<file path="src/design/dhtc_pkg.sv">
// types and constants for the dormant holddown timer control unit
// no dependencies; imported by the top level, dhtc_in_reg, dhtc_eval and the testbench
package dhtc_pkg;

  typedef enum logic [2:0] {
    FuncSidChange  = 3'd0,
    FuncLinkUp     = 3'd1,
    FuncLinkDown   = 3'd2,
    FuncAbort      = 3'd3,
    FuncNewNet     = 3'd4,
    FuncExpiry     = 3'd5,
    FuncControlMsg = 3'd6,
    FuncEnableWr   = 3'd7
  } dhtc_func_e;

  typedef enum logic [1:0] {
    StatusValid   = 2'd0,
    StatusBadType = 2'd1,
    StatusNoMsg   = 2'd2
  } dhtc_status_e;

  localparam int unsigned MsWidth = 15;

  // control type lives in bits 7..5 of the control byte
  localparam logic [2:0] CntlDisable  = 3'b000;
  localparam logic [2:0] CntlSetTimer = 3'b001;

  localparam logic [MsWidth-1:0] DefaultMs    = 15'd0;
  localparam logic [MsWidth-1:0] AltDefaultMs = 15'd5000;
  localparam logic [6:0]         TimeUnitMs   = 7'd100;

  localparam logic [1:0] NetCdma = 2'd1;
  localparam logic [1:0] NetHdr  = 2'd2;

  typedef struct packed {
    dhtc_func_e  func;
    logic        to_dormant;
    logic        orig_fail;
    logic [1:0]  current_network;
    logic [1:0]  next_network;
    logic [7:0]  socm_control;
    logic [7:0]  socm_time;
    logic        enable_value;
  } dhtc_item_t;

  typedef struct packed {
    logic [MsWidth-1:0] hold_time_ms;
    logic               enabled;
    logic               timer_running;
  } dhtc_state_t;

  typedef struct packed {
    logic               start_timer;
    logic               stop_timer;
    logic [MsWidth-1:0] timer_ms;
    logic               started_event;
    logic               stopped_event;
    logic               expired_report;
    dhtc_status_e       socm_status;
    logic               running;
  } dhtc_result_t;

endpackage

</file>
<file path="src/design/dhtc_in_if.sv">
// event channel into the holddown timer control unit
// plain valid/ready channel, no package dependency
interface dhtc_in_if;
  logic       valid;
  logic       ready;
  logic [2:0] func;
  logic       to_dormant;
  logic       orig_fail;
  logic [1:0] current_network;
  logic [1:0] next_network;
  logic [7:0] socm_control;
  logic [7:0] socm_time;
  logic       enable_value;

  modport source (
    output valid, func, to_dormant, orig_fail, current_network, next_network,
           socm_control, socm_time, enable_value,
    input  ready
  );
  modport sink (
    input  valid, func, to_dormant, orig_fail, current_network, next_network,
           socm_control, socm_time, enable_value,
    output ready
  );
endinterface

</file>
<file path="src/design/dhtc_out_if.sv">
// result channel out of the holddown timer control unit
// plain valid/ready channel, no package dependency
interface dhtc_out_if;
  logic        valid;
  logic        ready;
  logic        start_timer;
  logic        stop_timer;
  logic [14:0] timer_ms;
  logic        started_event;
  logic        stopped_event;
  logic        expired_report;
  logic [1:0]  socm_status;
  logic        running;

  modport source (
    output valid, start_timer, stop_timer, timer_ms, started_event, stopped_event,
           expired_report, socm_status, running,
    input  ready
  );
  modport sink (
    input  valid, start_timer, stop_timer, timer_ms, started_event, stopped_event,
           expired_report, socm_status, running,
    output ready
  );
endinterface

</file>
<file path="src/design/dhtc_cfg_if.sv">
// configuration write channel carrying the alternate roaming mode bit
// plain valid/ready channel, no package dependency
interface dhtc_cfg_if;
  logic valid;
  logic ready;
  logic jcdma_mode;

  modport source (output valid, jcdma_mode, input ready);
  modport sink   (input valid, jcdma_mode, output ready);
endinterface

</file>
<file path="src/design/dormant_holddown_timer_control_unit.sv">
// holddown timer control unit for a dormant packet call
// depends on dhtc_pkg, the channel interfaces, dhtc_in_reg and dhtc_eval
//
// Usage:
//   in_i   carries one event per beat (func selects the event, other fields
//          qualify it). out_o gives exactly one result beat per event, in order.
//   cfg_i  writes the alternate roaming mode bit; write it only while no event
//          is in flight. It is always ready.
// Evaluation: an event held in the input register is evaluated combinationally
//   and its result is registered onto out_o once out_o is not stalled.
// Throughput: one event per cycle unless out_o stalls; the timer state
//   update is a single combinational pass from the input register into
//   the state and result registers.
// Reset: hold time 0 ms, enabled, timer not running, alternate mode off,
//   both channels empty.
// Stall: while out_o is stalled the result beat holds; one more event is
//   parked in the input register, after which in_i drops ready.
module dormant_holddown_timer_control_unit (
  input  logic       clk_i,
  input  logic       rst_ni,
  dhtc_in_if.sink    in_i,
  dhtc_cfg_if.sink   cfg_i,
  dhtc_out_if.source out_o
);
  import dhtc_pkg::*;

  logic         item_valid;
  dhtc_item_t   item;
  logic         advance;
  dhtc_state_t  state_q;
  dhtc_state_t  state_d;
  dhtc_result_t result_d;
  dhtc_result_t result_q;
  logic         out_valid_q;
  logic         out_valid_d;
  logic         jcdma_mode_q;

  assign advance     = item_valid && (!out_valid_q || out_o.ready);
  assign out_valid_d = advance || (out_valid_q && !out_o.ready);

  dhtc_in_reg u_in_reg (
    .clk_i     (clk_i),
    .rst_ni    (rst_ni),
    .in_i      (in_i),
    .advance_i (advance),
    .valid_o   (item_valid),
    .item_o    (item)
  );

  dhtc_eval u_eval (
    .item_i       (item),
    .state_i      (state_q),
    .jcdma_mode_i (jcdma_mode_q),
    .state_o      (state_d),
    .result_o     (result_d)
  );

  assign cfg_i.ready = 1'b1;

  always_ff @(posedge clk_i or negedge rst_ni) begin
    if (!rst_ni) begin
      state_q.hold_time_ms  <= '0;
      state_q.enabled       <= 1'b1;
      state_q.timer_running <= 1'b0;
      out_valid_q           <= 1'b0;
      jcdma_mode_q          <= 1'b0;
    end else begin
      if (advance) begin
        state_q <= state_d;
      end
      out_valid_q <= out_valid_d;
      if (cfg_i.valid) begin
        jcdma_mode_q <= cfg_i.jcdma_mode;
      end
    end
  end

  always_ff @(posedge clk_i) begin
    if (advance) begin
      result_q <= result_d;
    end
  end

  assign out_o.valid          = out_valid_q;
  assign out_o.start_timer    = result_q.start_timer;
  assign out_o.stop_timer     = result_q.stop_timer;
  assign out_o.timer_ms       = result_q.timer_ms;
  assign out_o.started_event  = result_q.started_event;
  assign out_o.stopped_event  = result_q.stopped_event;
  assign out_o.expired_report = result_q.expired_report;
  assign out_o.socm_status    = result_q.socm_status;
  assign out_o.running        = result_q.running;
endmodule

</file>
<file path="src/design/dhtc_in_reg.sv">
// input register stage: captures one event beat and holds it until evaluated
// depends on dhtc_pkg and dhtc_in_if
module dhtc_in_reg (
  input  logic                clk_i,
  input  logic                rst_ni,
  dhtc_in_if.sink             in_i,
  input  logic                advance_i,
  output logic                valid_o,
  output dhtc_pkg::dhtc_item_t item_o
);
  import dhtc_pkg::*;

  logic       valid_q;
  logic       valid_d;
  dhtc_item_t item_q;
  logic       take;

  // a slot frees up in the same cycle the held event is evaluated
  assign in_i.ready = !valid_q || advance_i;
  assign take       = in_i.valid && in_i.ready;
  assign valid_d    = take || (valid_q && !advance_i);

  always_ff @(posedge clk_i or negedge rst_ni) begin
    if (!rst_ni) begin
      valid_q <= 1'b0;
    end else begin
      valid_q <= valid_d;
    end
  end

  always_ff @(posedge clk_i) begin
    if (take) begin
      item_q.func            <= dhtc_func_e'(in_i.func);
      item_q.to_dormant      <= in_i.to_dormant;
      item_q.orig_fail       <= in_i.orig_fail;
      item_q.current_network <= in_i.current_network;
      item_q.next_network    <= in_i.next_network;
      item_q.socm_control    <= in_i.socm_control;
      item_q.socm_time       <= in_i.socm_time;
      item_q.enable_value    <= in_i.enable_value;
    end
  end

  assign valid_o = valid_q;
  assign item_o  = item_q;
endmodule

</file>
<file path="src/design/dhtc_eval.sv">
// event evaluation: next timer state and the result beat for one event
// depends on dhtc_pkg
module dhtc_eval (
  input  dhtc_pkg::dhtc_item_t   item_i,
  input  dhtc_pkg::dhtc_state_t  state_i,
  input  logic                   jcdma_mode_i,
  output dhtc_pkg::dhtc_state_t  state_o,
  output dhtc_pkg::dhtc_result_t result_o
);
  import dhtc_pkg::*;

  logic [MsWidth-1:0] dflt_ms;
  logic [MsWidth-1:0] req_ms;
  logic [MsWidth-1:0] set_ms;
  logic [2:0]         kind;
  logic               stop_now;
  logic               dormant_start;
  logic               restart;

  assign dflt_ms = jcdma_mode_i ? AltDefaultMs : DefaultMs;
  // at most 255 * 100 = 25500, fits the 15 bit field
  assign req_ms  = MsWidth'(item_i.socm_time) * MsWidth'(TimeUnitMs);
  assign kind    = item_i.socm_control[7:5];

  always_comb begin
    if (item_i.socm_time == 8'd0) begin
      set_ms = dflt_ms;
    end else if (jcdma_mode_i || (req_ms > state_i.hold_time_ms)) begin
      set_ms = req_ms;
    end else begin
      set_ms = state_i.hold_time_ms;
    end
  end

  assign stop_now      = state_i.timer_running;
  assign dormant_start = !state_i.timer_running && (state_i.hold_time_ms != '0) &&
                         state_i.enabled && !item_i.orig_fail &&
                         (item_i.current_network == NetCdma);
  // after a set-timer message the running timer is stopped first, so only
  // hold time and enable decide the restart
  assign restart       = (set_ms != '0) && state_i.enabled;

  always_comb begin
    state_o  = state_i;
    result_o = '0;
    result_o.socm_status = StatusNoMsg;

    case (item_i.func)
      FuncSidChange: begin
        state_o.hold_time_ms = dflt_ms;
        if (stop_now) begin
          state_o.timer_running  = 1'b0;
          result_o.stop_timer    = 1'b1;
          result_o.stopped_event = 1'b1;
        end
      end
      FuncLinkUp: begin
        state_o.enabled = 1'b1;
        if (stop_now) begin
          state_o.timer_running  = 1'b0;
          result_o.stop_timer    = 1'b1;
          result_o.stopped_event = 1'b1;
        end
      end
      FuncLinkDown: begin
        if (item_i.to_dormant) begin
          if (dormant_start) begin
            state_o.timer_running  = 1'b1;
            result_o.start_timer   = 1'b1;
            result_o.started_event = 1'b1;
          end
        end else begin
          state_o.enabled      = 1'b1;
          state_o.hold_time_ms = dflt_ms;
          if (stop_now) begin
            state_o.timer_running  = 1'b0;
            result_o.stop_timer    = 1'b1;
            result_o.stopped_event = 1'b1;
          end
        end
      end
      FuncAbort: begin
        state_o.enabled      = 1'b1;
        state_o.hold_time_ms = dflt_ms;
        if (stop_now) begin
          state_o.timer_running  = 1'b0;
          result_o.stop_timer    = 1'b1;
          result_o.stopped_event = 1'b1;
        end
      end
      FuncNewNet: begin
        // only a handoff from 1x to hdr stops the timer
        if (stop_now && (item_i.current_network == NetCdma) &&
            (item_i.next_network == NetHdr)) begin
          state_o.timer_running  = 1'b0;
          result_o.stop_timer    = 1'b1;
          result_o.stopped_event = 1'b1;
        end
      end
      FuncExpiry: begin
        result_o.expired_report = (state_i.hold_time_ms != '0);
        state_o.timer_running   = 1'b0;
        result_o.stopped_event  = 1'b1;
      end
      FuncControlMsg: begin
        if (kind == CntlDisable) begin
          result_o.socm_status = StatusValid;
          state_o.hold_time_ms = dflt_ms;
        end else if (kind == CntlSetTimer) begin
          result_o.socm_status = StatusValid;
          state_o.hold_time_ms = set_ms;
          if (stop_now) begin
            result_o.stop_timer    = 1'b1;
            result_o.stopped_event = 1'b1;
            state_o.timer_running  = restart;
            result_o.start_timer   = restart;
            result_o.started_event = restart;
          end
        end else begin
          result_o.socm_status = StatusBadType;
        end
      end
      FuncEnableWr: begin
        state_o.enabled = item_i.enable_value;
      end
      default: begin
        state_o = state_i;
      end
    endcase

    result_o.timer_ms = state_o.hold_time_ms;
    result_o.running  = state_o.timer_running;
  end
endmodule

</file>
<file path="src/flat_wrapper.sv">
// flat-port wrapper written by rule: the top's interface ports become plain ports
module dormant_holddown_timer_control_unit_flat import dhtc_pkg::*;
  (clk_i, rst_ni, in_i_valid, in_i_func, in_i_to_dormant, in_i_orig_fail, in_i_current_network, in_i_next_network, in_i_socm_control, in_i_socm_time, in_i_enable_value, in_i_ready, cfg_i_valid, cfg_i_jcdma_mode, cfg_i_ready, out_o_valid, out_o_start_timer, out_o_stop_timer, out_o_timer_ms, out_o_started_event, out_o_stopped_event, out_o_expired_report, out_o_socm_status, out_o_running, out_o_ready);
  dhtc_in_if in_i_i ();
  dhtc_cfg_if cfg_i_i ();
  dhtc_out_if out_o_i ();
  input  logic clk_i;
  input  logic rst_ni;
  input wire logic [$bits(in_i_i.valid)-1:0] in_i_valid;
  input wire logic [$bits(in_i_i.func)-1:0] in_i_func;
  input wire logic [$bits(in_i_i.to_dormant)-1:0] in_i_to_dormant;
  input wire logic [$bits(in_i_i.orig_fail)-1:0] in_i_orig_fail;
  input wire logic [$bits(in_i_i.current_network)-1:0] in_i_current_network;
  input wire logic [$bits(in_i_i.next_network)-1:0] in_i_next_network;
  input wire logic [$bits(in_i_i.socm_control)-1:0] in_i_socm_control;
  input wire logic [$bits(in_i_i.socm_time)-1:0] in_i_socm_time;
  input wire logic [$bits(in_i_i.enable_value)-1:0] in_i_enable_value;
  output wire logic [$bits(in_i_i.ready)-1:0] in_i_ready;
  input wire logic [$bits(cfg_i_i.valid)-1:0] cfg_i_valid;
  input wire logic [$bits(cfg_i_i.jcdma_mode)-1:0] cfg_i_jcdma_mode;
  output wire logic [$bits(cfg_i_i.ready)-1:0] cfg_i_ready;
  output wire logic [$bits(out_o_i.valid)-1:0] out_o_valid;
  output wire logic [$bits(out_o_i.start_timer)-1:0] out_o_start_timer;
  output wire logic [$bits(out_o_i.stop_timer)-1:0] out_o_stop_timer;
  output wire logic [$bits(out_o_i.timer_ms)-1:0] out_o_timer_ms;
  output wire logic [$bits(out_o_i.started_event)-1:0] out_o_started_event;
  output wire logic [$bits(out_o_i.stopped_event)-1:0] out_o_stopped_event;
  output wire logic [$bits(out_o_i.expired_report)-1:0] out_o_expired_report;
  output wire logic [$bits(out_o_i.socm_status)-1:0] out_o_socm_status;
  output wire logic [$bits(out_o_i.running)-1:0] out_o_running;
  input wire logic [$bits(out_o_i.ready)-1:0] out_o_ready;
  assign in_i_i.valid = in_i_valid;
  assign in_i_i.func = in_i_func;
  assign in_i_i.to_dormant = in_i_to_dormant;
  assign in_i_i.orig_fail = in_i_orig_fail;
  assign in_i_i.current_network = in_i_current_network;
  assign in_i_i.next_network = in_i_next_network;
  assign in_i_i.socm_control = in_i_socm_control;
  assign in_i_i.socm_time = in_i_socm_time;
  assign in_i_i.enable_value = in_i_enable_value;
  assign in_i_ready = in_i_i.ready;
  assign cfg_i_i.valid = cfg_i_valid;
  assign cfg_i_i.jcdma_mode = cfg_i_jcdma_mode;
  assign cfg_i_ready = cfg_i_i.ready;
  assign out_o_valid = out_o_i.valid;
  assign out_o_start_timer = out_o_i.start_timer;
  assign out_o_stop_timer = out_o_i.stop_timer;
  assign out_o_timer_ms = out_o_i.timer_ms;
  assign out_o_started_event = out_o_i.started_event;
  assign out_o_stopped_event = out_o_i.stopped_event;
  assign out_o_expired_report = out_o_i.expired_report;
  assign out_o_socm_status = out_o_i.socm_status;
  assign out_o_running = out_o_i.running;
  assign out_o_i.ready = out_o_ready;
  dormant_holddown_timer_control_unit u_core (.clk_i(clk_i), .rst_ni(rst_ni), .in_i(in_i_i), .cfg_i(cfg_i_i), .out_o(out_o_i));
endmodule
</file>
<file path="config.mk">
export PLATFORM = sky130hd
export DESIGN_NAME = dormant_holddown_timer_control_unit_flat
export DESIGN_NICKNAME = d
export VERILOG_FILES = /design/src/design/dhtc_pkg.sv /design/src/design/dhtc_in_if.sv /design/src/design/dhtc_out_if.sv /design/src/design/dhtc_cfg_if.sv /design/src/design/dormant_holddown_timer_control_unit.sv /design/src/design/dhtc_in_reg.sv /design/src/design/dhtc_eval.sv /design/src/flat_wrapper.sv
export SDC_FILE = /design/constraint.sdc
export NUM_CORES = 1
export LEC_CHECK = 0
export ABC_AREA = 1
export BUFFER_PORTS_ARGS = -buffer_cell sky130_fd_sc_hd__buf_4
export CAP_MARGIN = 20
export CORE_UTILIZATION = 50
export CTS_CLUSTER_SIZE = 10
export DETAILED_ROUTE_END_ITERATION = 6
export PLACE_DENSITY = 0.78
export SYNTH_ARGS = -nofsm -noshare
export SYNTH_HDL_FRONTEND = slang
export SYNTH_SLANG_ARGS = --single-unit
</file>
<file path="constraint.sdc">
create_clock -name clk_i -period 11.2 [get_ports clk_i]
set_input_delay 0.56 -clock clk_i [delete_from_list [all_inputs] [get_ports clk_i]]
set_output_delay 0.56 -clock clk_i [all_outputs]
set_load 0.01 [all_outputs]
</file>
# After elaboration in Yosys (flattened, before gate mapping)
# Index checks and enable logic that the tools add are counted.
# op_classes
n_mul,1
magnitude_cmp,1
n_eq_ne,11
mux,28
n_bitwise,1
reduce_logical,34
# op_table
operator,count
two-way mux 15 bit,4
one-hot mux 15 bit (3 select lines),1
nonzero test 15 bit,2
two-way mux 16 bit,1
> comparator 15 bit,1
"multiplier 8 x 5 -> 13 bit, second input constant",1
two-way mux 13 bit,1
"== test 3 bit, second input constant",4
two-way mux 1 bit,12
logical AND 1 bit,11
zero test 8 bit,1
two-way mux 2 bit,4
one-hot mux 1 bit (4 select lines),2
"== test 3 x 1 -> 1 bit, second input constant",2
"== test 3 x 2 -> 1 bit, second input constant",2
zero test 1 bit,6
zero test 3 bit,2
OR reduction 2 bit,3
logical OR 1 bit,5
one-hot mux 1 bit (5 select lines),1
OR reduction 4 bit,1
one-hot mux 1 bit (3 select lines),1
AND reduction 3 bit,1
nonzero test 3 bit,1
6 further kinds,6
# word_totals
register_bits,68
inputBits,32
out_inout_bits,26
wordCells,98

# Longest topological paths before layout
# Gate-level depths: netlist (run 1).
# depth
word_depth,11
depth_mapped,37
depth_no_buf,36

# Hierarchy
# Synthesis (run 1) repeated with hierarchy kept, for this count alone.
# unflattened
hier_cells,511
hier_area_um2,4501.8
# modules_own_cells
mod,instances,cells_per_inst,area_per_inst_um2,seq_area_each_um2
dhtc_eval,1,371,2197.1,0.0
dormant_holddown_timer_control_unit,1,108,1478.9,1167.4
dhtc_in_reg,1,32,825.8,805.8

# Least setup slack after synthesis (run 1)
# No wires, ideal clock.
# synth_path
kind,reg2reg
start,register u_core.u_in_reg.item_q (netlist bit u_core.u_in_reg.item_o[4])
end,"register u_core.result_q (netlist bit u_core.out_o.running), data pin"
setup_time_ns,0.267
arrival_ns,4.174
required_ns,10.933
path_slack_ns,6.758
stages_incl_launch_ff,30
path_buffers,1
period_less_slack_ns,4.442
path_cell_list,edfxtp_1 -> ha_1 -> ha_1 -> inv_1 -> fa_1 -> inv_1 -> ha_1 -> a21oi_1 -> or2_2 -> a31o_2 -> and2_1 -> inv_1 -> ha_1 -> nand2_1 -> nand2_1 -> nand2_1 -> nand2_1 -> a21oi_1 -> nand2_2 -> nand2_4 -> nand2_4 -> buf_6 -> o211ai_2 -> nand3_1 -> nor2_1 -> nand2_1 -> nand2_1 -> nand2_1 -> nand2_1 -> nand3_2
# synth_lines
item,line,rtl
start: declaration,dhtc_in_reg.sv:15,dhtc_item_t item_q;
end signal: assignment,dormant_holddown_timer_control_unit.sv:80,result_q <= result_d;
end: declaration,dormant_holddown_timer_control_unit.sv:33,dhtc_result_t result_q;

==> metrics.md, run 1 <==
| Metric | Value |
|---|---|
| Nets | 606 |
| P_leak | 2.33 nW |
| Clk slew on worst S/H paths | 70 ps |
| Vias in the first global route | 3160 |
| Core area | 0.00785 sq mm |
| Register area share after synthesis | 43.6% |
| Count leader, synth | nand2_1 |
| Max-cap viol count | 0 |
| Antenna violation net count after detailed routing | 0 |
| Crit-path max cell delay | 490 ps |
| Worst setup SP type | register |
| Die X-Extent | 92.7 um |
| Via density | 5.42 |
| Hold Vio Cnt, Final | 0 |
| Clock skew | 9.64 ps |
| Global route overflow | 0 |
| Clk Latency, worst-skew pair | 330 ps |
| Post-synth ARST share | 31.7% |
| Gpl congestion | 0.922 |
| Fin util | 60.4% |
| Final min period | 5120 ps |
| Max-slew headroom | 48.9% |
| Slew Limit Fails | 0 |
| DR WL met2 | 4.41 mm |
| DRC viols | 0 |
| CP endpoint kind | register |
| XOR/XNOR share of the synthesized area | 1.28% |
| N_diodes | 0 |
| IO buf count | 51 |
| Syn Std Cell Area | 0.00411 sq mm |
| Total number of vias | 3431 |
| Hold Buf Count CTS | 0 |
| Clock Sinks | 63 |
| CTS Buffer Depth | 2 |
| Synth top area share | 31.4% |
| Detailed Route WL | 9.18 mm |
| Die Height | 92.7 um |
| Initial antenna violation count | 0 |
| Adder-Cell Fraction of Synth Area | 15.2% |
| CTS Buf Count | 9 |
| Syn_nets | 552 |
| Hold crit path type | input pin to asynchronous set/reset pin |
| Worst reg-to-reg path cell count | 28 |
| Critical Setup Path Class | register to register |
| Share of layout cells above drive strength 1 | 15.1% |
| Met1 WL | 4.08 mm |
| Synth Area in Simple Gates | 21.1% |
| Outcome | completed |
| Post-synthesis cell count | 472 |
| Flop-to-flop setup slack | 6080 ps |
| Row count | 32 |
| Ys flop type | edfxtp_1 |
| Post-Layout Cell Count | 633 |
| Pwr dens | 168 mW/mm^2 |
| Placed cells | 616 |
| Die area | 0.00858 sq mm |
| Total GRT Usage | 22.8% |
| Met3 WL post-DR | 535 um |
| Synth warn | 0 |
| Detailed Place HPWL | 7.08 mm |
| First-pass GRT wire length | 15.2 mm |
| Uppermost layer routed | met4 |
| Number of enable flip-flop cells after synthesis | 43 |
| Fmax | 0.195 GHz |
| Flops & latches, synth | 63 |
| DRT Pass-1 Iters | 5 |
| Largest area contributor in the netlist | edfxtp_1 |
| Layout area overhead | 15.3% |
| WL/cell | 14.5 um |
| CP max-delay cell | fa_1 |
| Initial core utilization | 52.4% |
| Initial DRC count | 286 |
| Post-synthesis mux area share | 0% |
| Top area cells in the synthesized netlist | edfxtp_1 31%, ha_1 14%, dfrtp_1 12% |
| Tightest Pin Transition | 765 ps |
| CTS tree | done |
| Post-CTS Setup Bufs | 0 |
| Top cells by count, synth | 102 x nand2_1, 74 x inv_1, 45 x ha_1 |
| Clock root buffer | clkbuf_8 |
| Post-synthesis compound-gate area fraction | 10.4% |
| CP required | 11270 ps |
| Period Utilization, post-route | 45.7% |
| Largest family of logic cells by synthesized area | simple AND/OR/NAND/NOR gates |
| RSZ-0062 raised after global routing | false |
| CTS resizes | 0 |
| Maximum vdd ir drop | 0.0000981 V |
| I/O Pins | 58 |
| Largest net degree at the start of global routing | 47 |
| Setup violators final | 0 |
| Netlist cell types | 39 |
| Syn Area/Cell | 8.71 sq um |
| CP max FO | 14 |
| H-tree levels | 3 |
| Arrival time worst endpoint | 5190 ps |
| Most used cell, CP | nand2_1 |
| Setup TNS | 0 ps |
[layer usage]
| metal | vias up | track usage, % |
|---|---|---|
| li1 | 1690 | - |
| met1 | 1598 | 31.0 |
| met2 | 128 | 37.1 |
| met3 | 15 | 4.19 |
| met4 | 0 | 6.79 |
| met5 | - | 0 |
[metrics by stage]
stage	setup WS (ps)	hold slack, ps	area [sq um]	power, mW
3_3_place_gp	6220	462	4560	0.609
2_1_floorplan	6760	264	4110	0.537
3_5_place_dp	6100	469	4560	0.622
4_1_cts	6090	104	4730	0.794
5_1_grt	5720	109	4740	0.855
6_report	6080	107	4740	0.796
[cell usage in the layout (no fill, tap or decap), types with 2 or more instances in the layout]
cell      count
a21o_1        3
a21oi_1      13
buf_4        52
clkbuf_1      2
clkbuf_8     10
clkinv_2      3
dfrtp_1      19
edfxtp_1     43
fa_1          3
ha_1         45
inv_1        74
inv_2         2
nand2_1     102
nand2_2       2
nand2_4       2
nand3_1      38
nand3_2       2
nand3b_1      3
nand4_1      10
nor2_1       27
nor2_2        2
nor3_1        4
o211ai_1     10
o21ai_0      40
o22ai_1       2
xor2_1        5
[where the power goes]
group	switching [mW]	leakage, nW	total, mW	internal, mW
registers	0.0170	0.678	0.294	0.277
clock network	0.0846	0.0861	0.170	0.0853
logic	0.212	1.57	0.332	0.120
total	0.313	2.33	0.796	0.483
[path summary, 6_finish.rpt]
path | from | endpoint
hold / removal | rst_ni | u_core.state_q[11]
max in group asynchronous | rst_ni | u_core.state_q[1]
setup reg to reg | u_core.u_in_reg.item_o[3] | u_core.out_o.running
min in group clk_i | in_i_current_network[1] | u_core.u_in_reg.item_o[20]
hold reg to reg | u_core.u_in_reg.valid_o | u_core.out_o.valid
setup / recovery | u_core.u_in_reg.item_o[3] | u_core.out_o.running
[logic make-up after synthesis]
group | count (synthesis)
buf+inv | 85
other cells | 1
flops | 63
xor+xnor | 6
compound gates | 74
fa+ha+maj | 48
simple gates | 195
[critical path, delay by kind of cell (launching register included)]
kind                     cells  cell delay [ps]
adder cells (fa/ha/maj)      5             1710
XOR/XNOR                     1              240
buffers and inverters        3              350
flip-flops                   1              450
AND/OR/NAND/NOR             17             1740
AO/OA/AOI/OAI                2              360
[sequential cells by signal (all words and copies together), names as in the netlist]
name,cells
u_core.u_in_reg.item_o,21
u_core.jcdma_mode_q,1
u_core.out_o.stop_timer,1
u_core.u_in_reg.valid_o,1
u_core.out_o.valid,1
u_core.out_o.timer_ms,15
u_core.out_o.start_timer,1
u_core.out_o.stopped_event,1
u_core.out_o.socm_status,2
u_core.out_o.running,1
u_core.out_o.expired_report,1
u_core.state_q,17
[layout make-up]
class                           count  area, sq um
Clock buffer                       12          145
Sequential cell                    63         1790
Tap cell                          102          128
Fill cell                         695         3110
Timing Repair Buffer               52          390
Multi-Input combinational cell    324         1970
Inverter                           76          285
Clock inverter                      4         22.5
Power figures use the tool's default switching activity.
==> inputs of run 2 (changes only) <==
PLACE_DENSITY = 0.81   (was 0.78)
clock period = 4.6 ns   (was 11.2 ns; I/O delays follow)
==> run 2 against run 1 <==
Effect of this change: the flow now finishes with violations (negative setup slack); sequential cell count unchanged; sequential power rose by 140%; final area is 20% higher; register-to-register slack worse by 6400 ps; worst setup slack worse by 6400 ps; combinational power grew to 4.5 times the previous value; critical path depth is 3 higher; non-clock buffer count rose by 56; routed wire length grew 18%; clock skew down 2.5 ps; power increased to 3.4 times the previous value; core utilization grew 12 points; critical endpoint unchanged; largest cell class unchanged; highest routed layer unchanged.
==> metrics.md, run 2 (synthesis results as in run 1) <==
| Metric | Value |
|---|---|
| Setup ws final | -369 ps (-6450 ps) |
| Die Height | 92.7 um (unchanged) |
| Initial DRC count | 306 (+7.0%) |
| CP endpoint kind | register |
| Die area | 0.00858 sq mm (unchanged) |
| Setup violators final | 29 (+29) |
| Post-Layout Cell Count | 689 (+8.8%) |
| Initial core utilization | 52.4% (unchanged) |
| Nets | 662 (+9.2%) |
| Internal power | 1.69 mW (+250%) |
| CTS tree | done |
| CP max-delay cell | fa_1 |
| Critical Setup Path Class | register to register |
| Clock root buffer | clkbuf_8 |
| Die X-Extent | 92.7 um (unchanged) |
| H-tree levels | 3 (unchanged) |
| Max-cap viol count | 0 (unchanged) |
| RSZ-0062 raised after global routing | true |
| Clock skew | 7.11 ps (-2.53 ps) |
| Hold Vio Cnt, Final | 0 (unchanged) |
| Final min period | 4970 ps (-152 ps) |
| Crit-path max cell delay | 540 ps (+50 ps) |
| P_sw | 1.02 mW (+220%) |
| Setup TNS | -5950 ps (-5950 ps) |
| P_leak | 2.69 nW (+15%) |
| Row count | 32 (unchanged) |
| Dpl ws | -256 ps (-6360 ps) |
| Final instance area | 0.00570 sq mm (+20%) |
| CP required | 4680 ps (-6590 ps) |
| Maximum vdd ir drop | 0.000284 V (+190%) |
| Initial antenna violation count | 0 (unchanged) |
| WL/cell | 15.7 um (+8.5%) |
| Placed cell areas | 0.00488 sq mm (+7.0%) |
| Most common cell after layout, fill and taps aside | buf_4 |
| Total GRT Usage | 25.9% (+3.2 points) |
| Power share of the combinational group | 55.8% (+14 points) |
| Clock share of power | 17.6% (-3.8 points) |
| N_diodes | 0 (unchanged) |
| Clk slew on worst S/H paths | 70 ps (about the same) |
| Placed cells | 655 (+6.3%) |
| Detailed Place HPWL | 7.43 mm (+5.0%) |
| Pwr dens | 476 mW/mm^2 (+180%) |
| Global route overflow | 0 (unchanged) |
| First-pass GRT wire length | 17.2 mm (+13%) |
| Clk Latency, worst-skew pair | 340 ps (about the same) |
| Min Hold Slack | 56.3 ps (-50.4 ps) |
| Fin util | 72.7% (+12 points) |
| Fmax | 0.201 GHz (+3.1%) |
| Pwr Total | 2.71 mW (+240%) |
| Share of layout cells above drive strength 1 | 34.8% (+20 points) |
| Slew Limit Fails | 0 (unchanged) |
| Total number of vias | 3772 (+9.9%) |
| Outcome | finished with violations |
| Tightest Pin Transition | 900 ps (+135 ps) |
| Fillers | 564 (-19%) |
| Max reg flops | 21 (unchanged) |
| Net Sw Frac | 37.5% (-1.8 points) |
| IO buf count | 51 (unchanged) |
| CP max FO | 5 (-9) |
| Largest net degree at the start of global routing | 47 (unchanged) |
| Antenna violation net count after detailed routing | 0 (unchanged) |
| Vias in the first global route | 3719 (+18%) |
| DRT Pass-1 Iters | 5 (unchanged) |
| Detailed Route WL | 10.8 mm (+18%) |
| Worst setup SP type | register |
| Failing checks | negative setup slack |
| Max-slew headroom | 39.8% (-9.1 points) |
| Via density | 5.47 (+1.0%) |
| I/O Pins | 58 (unchanged) |
| Clock Sinks | 63 (unchanged) |
| Layout area overhead | 38.8% |
| Core area | 0.00785 sq mm (unchanged) |
| Arrival time worst endpoint | 5050 ps (-140 ps) |
| CTS Buffer Depth | 2 (unchanged) |
| Sequential share of power | 26.5% (-10 points) |
| Hold crit path type | input pin to register |
| Most frequent cells in the layout | 96 x buf_4, 88 x nand2_1, 69 x inv_1 |
| Period Utilization, post-route | 108% (+62 points) |
| DRC viols | 0 (unchanged) |
| CTS Buf Count | 9 (unchanged) |
| Gpl congestion | 0.970 (+5.2%) |
-- run 2: timing repair --
item | CTS | global route
hold endpoints to repair | 19 | 0
hold buffers | 1 | 0
setup endpoints to repair | 29 | 33
pin swaps | 33 | 39
resized for setup | 54 | 46
buffers inserted | 8 | 8
gates cloned | 1 | 0
-- run 2: final cells by class --
type | count | area, sq um | share of cell area, %
clock buffers | 9 | 124 | 2.17
multi-input cells | 324 | 2390 | 41.9
inverters | 76 | 290 | 5.09
clock inverters | 7 | 72.6 | 1.27
flip-flops and latches | 63 | 1790 | 31.4
well taps | 102 | 128 | 2.24
repair buffers | 108 | 906 | 15.9
-- run 2: worst max-delay path, delay by kind of cell, from the launching register on --
family	cells	cell delay [ps]
compound gates	3	430
flops	1	520
buf+inv	7	590
fa+ha+maj	5	1620
simple gates	16	1530
-- run 2: metal layers --
layer  wire (um)  GRT usage, %  vias up
li1            -             -     1810
met1        4370          31.0     1765
met2        5460          45.4      166
met3         659          5.17       31
met4         342          11.2        0
met5           0             0        -
-- run 2: worst paths after layout --
kind	cells after the start	slack (ps)	end	from
min in group asynchronous	2	310	u_core.state_q[9]	rst_ni
max	31	-370	u_core.out_o.running	u_core.u_in_reg.item_o[4]
max reg2reg	31	-370	u_core.out_o.running	u_core.u_in_reg.item_o[4]
min	1	60	u_core.u_in_reg.item_o[0]	in_i_enable_value
max in group asynchronous	2	4010	u_core.state_q[1]	rst_ni
min reg2reg	2	500	u_core.out_o.valid	u_core.u_in_reg.valid_o
-- run 2: power by group through the flow --
stage          logic [mW]  clock network [mW]  registers, mW
2_1_floorplan       0.582                   0          0.724
5_1_grt              1.63               0.511          0.725
3_3_place_gp        0.981                   0          0.721
3_5_place_dp         1.02                   0          0.724
4_1_cts              1.29               0.485          0.716
6_report             1.51               0.478          0.719
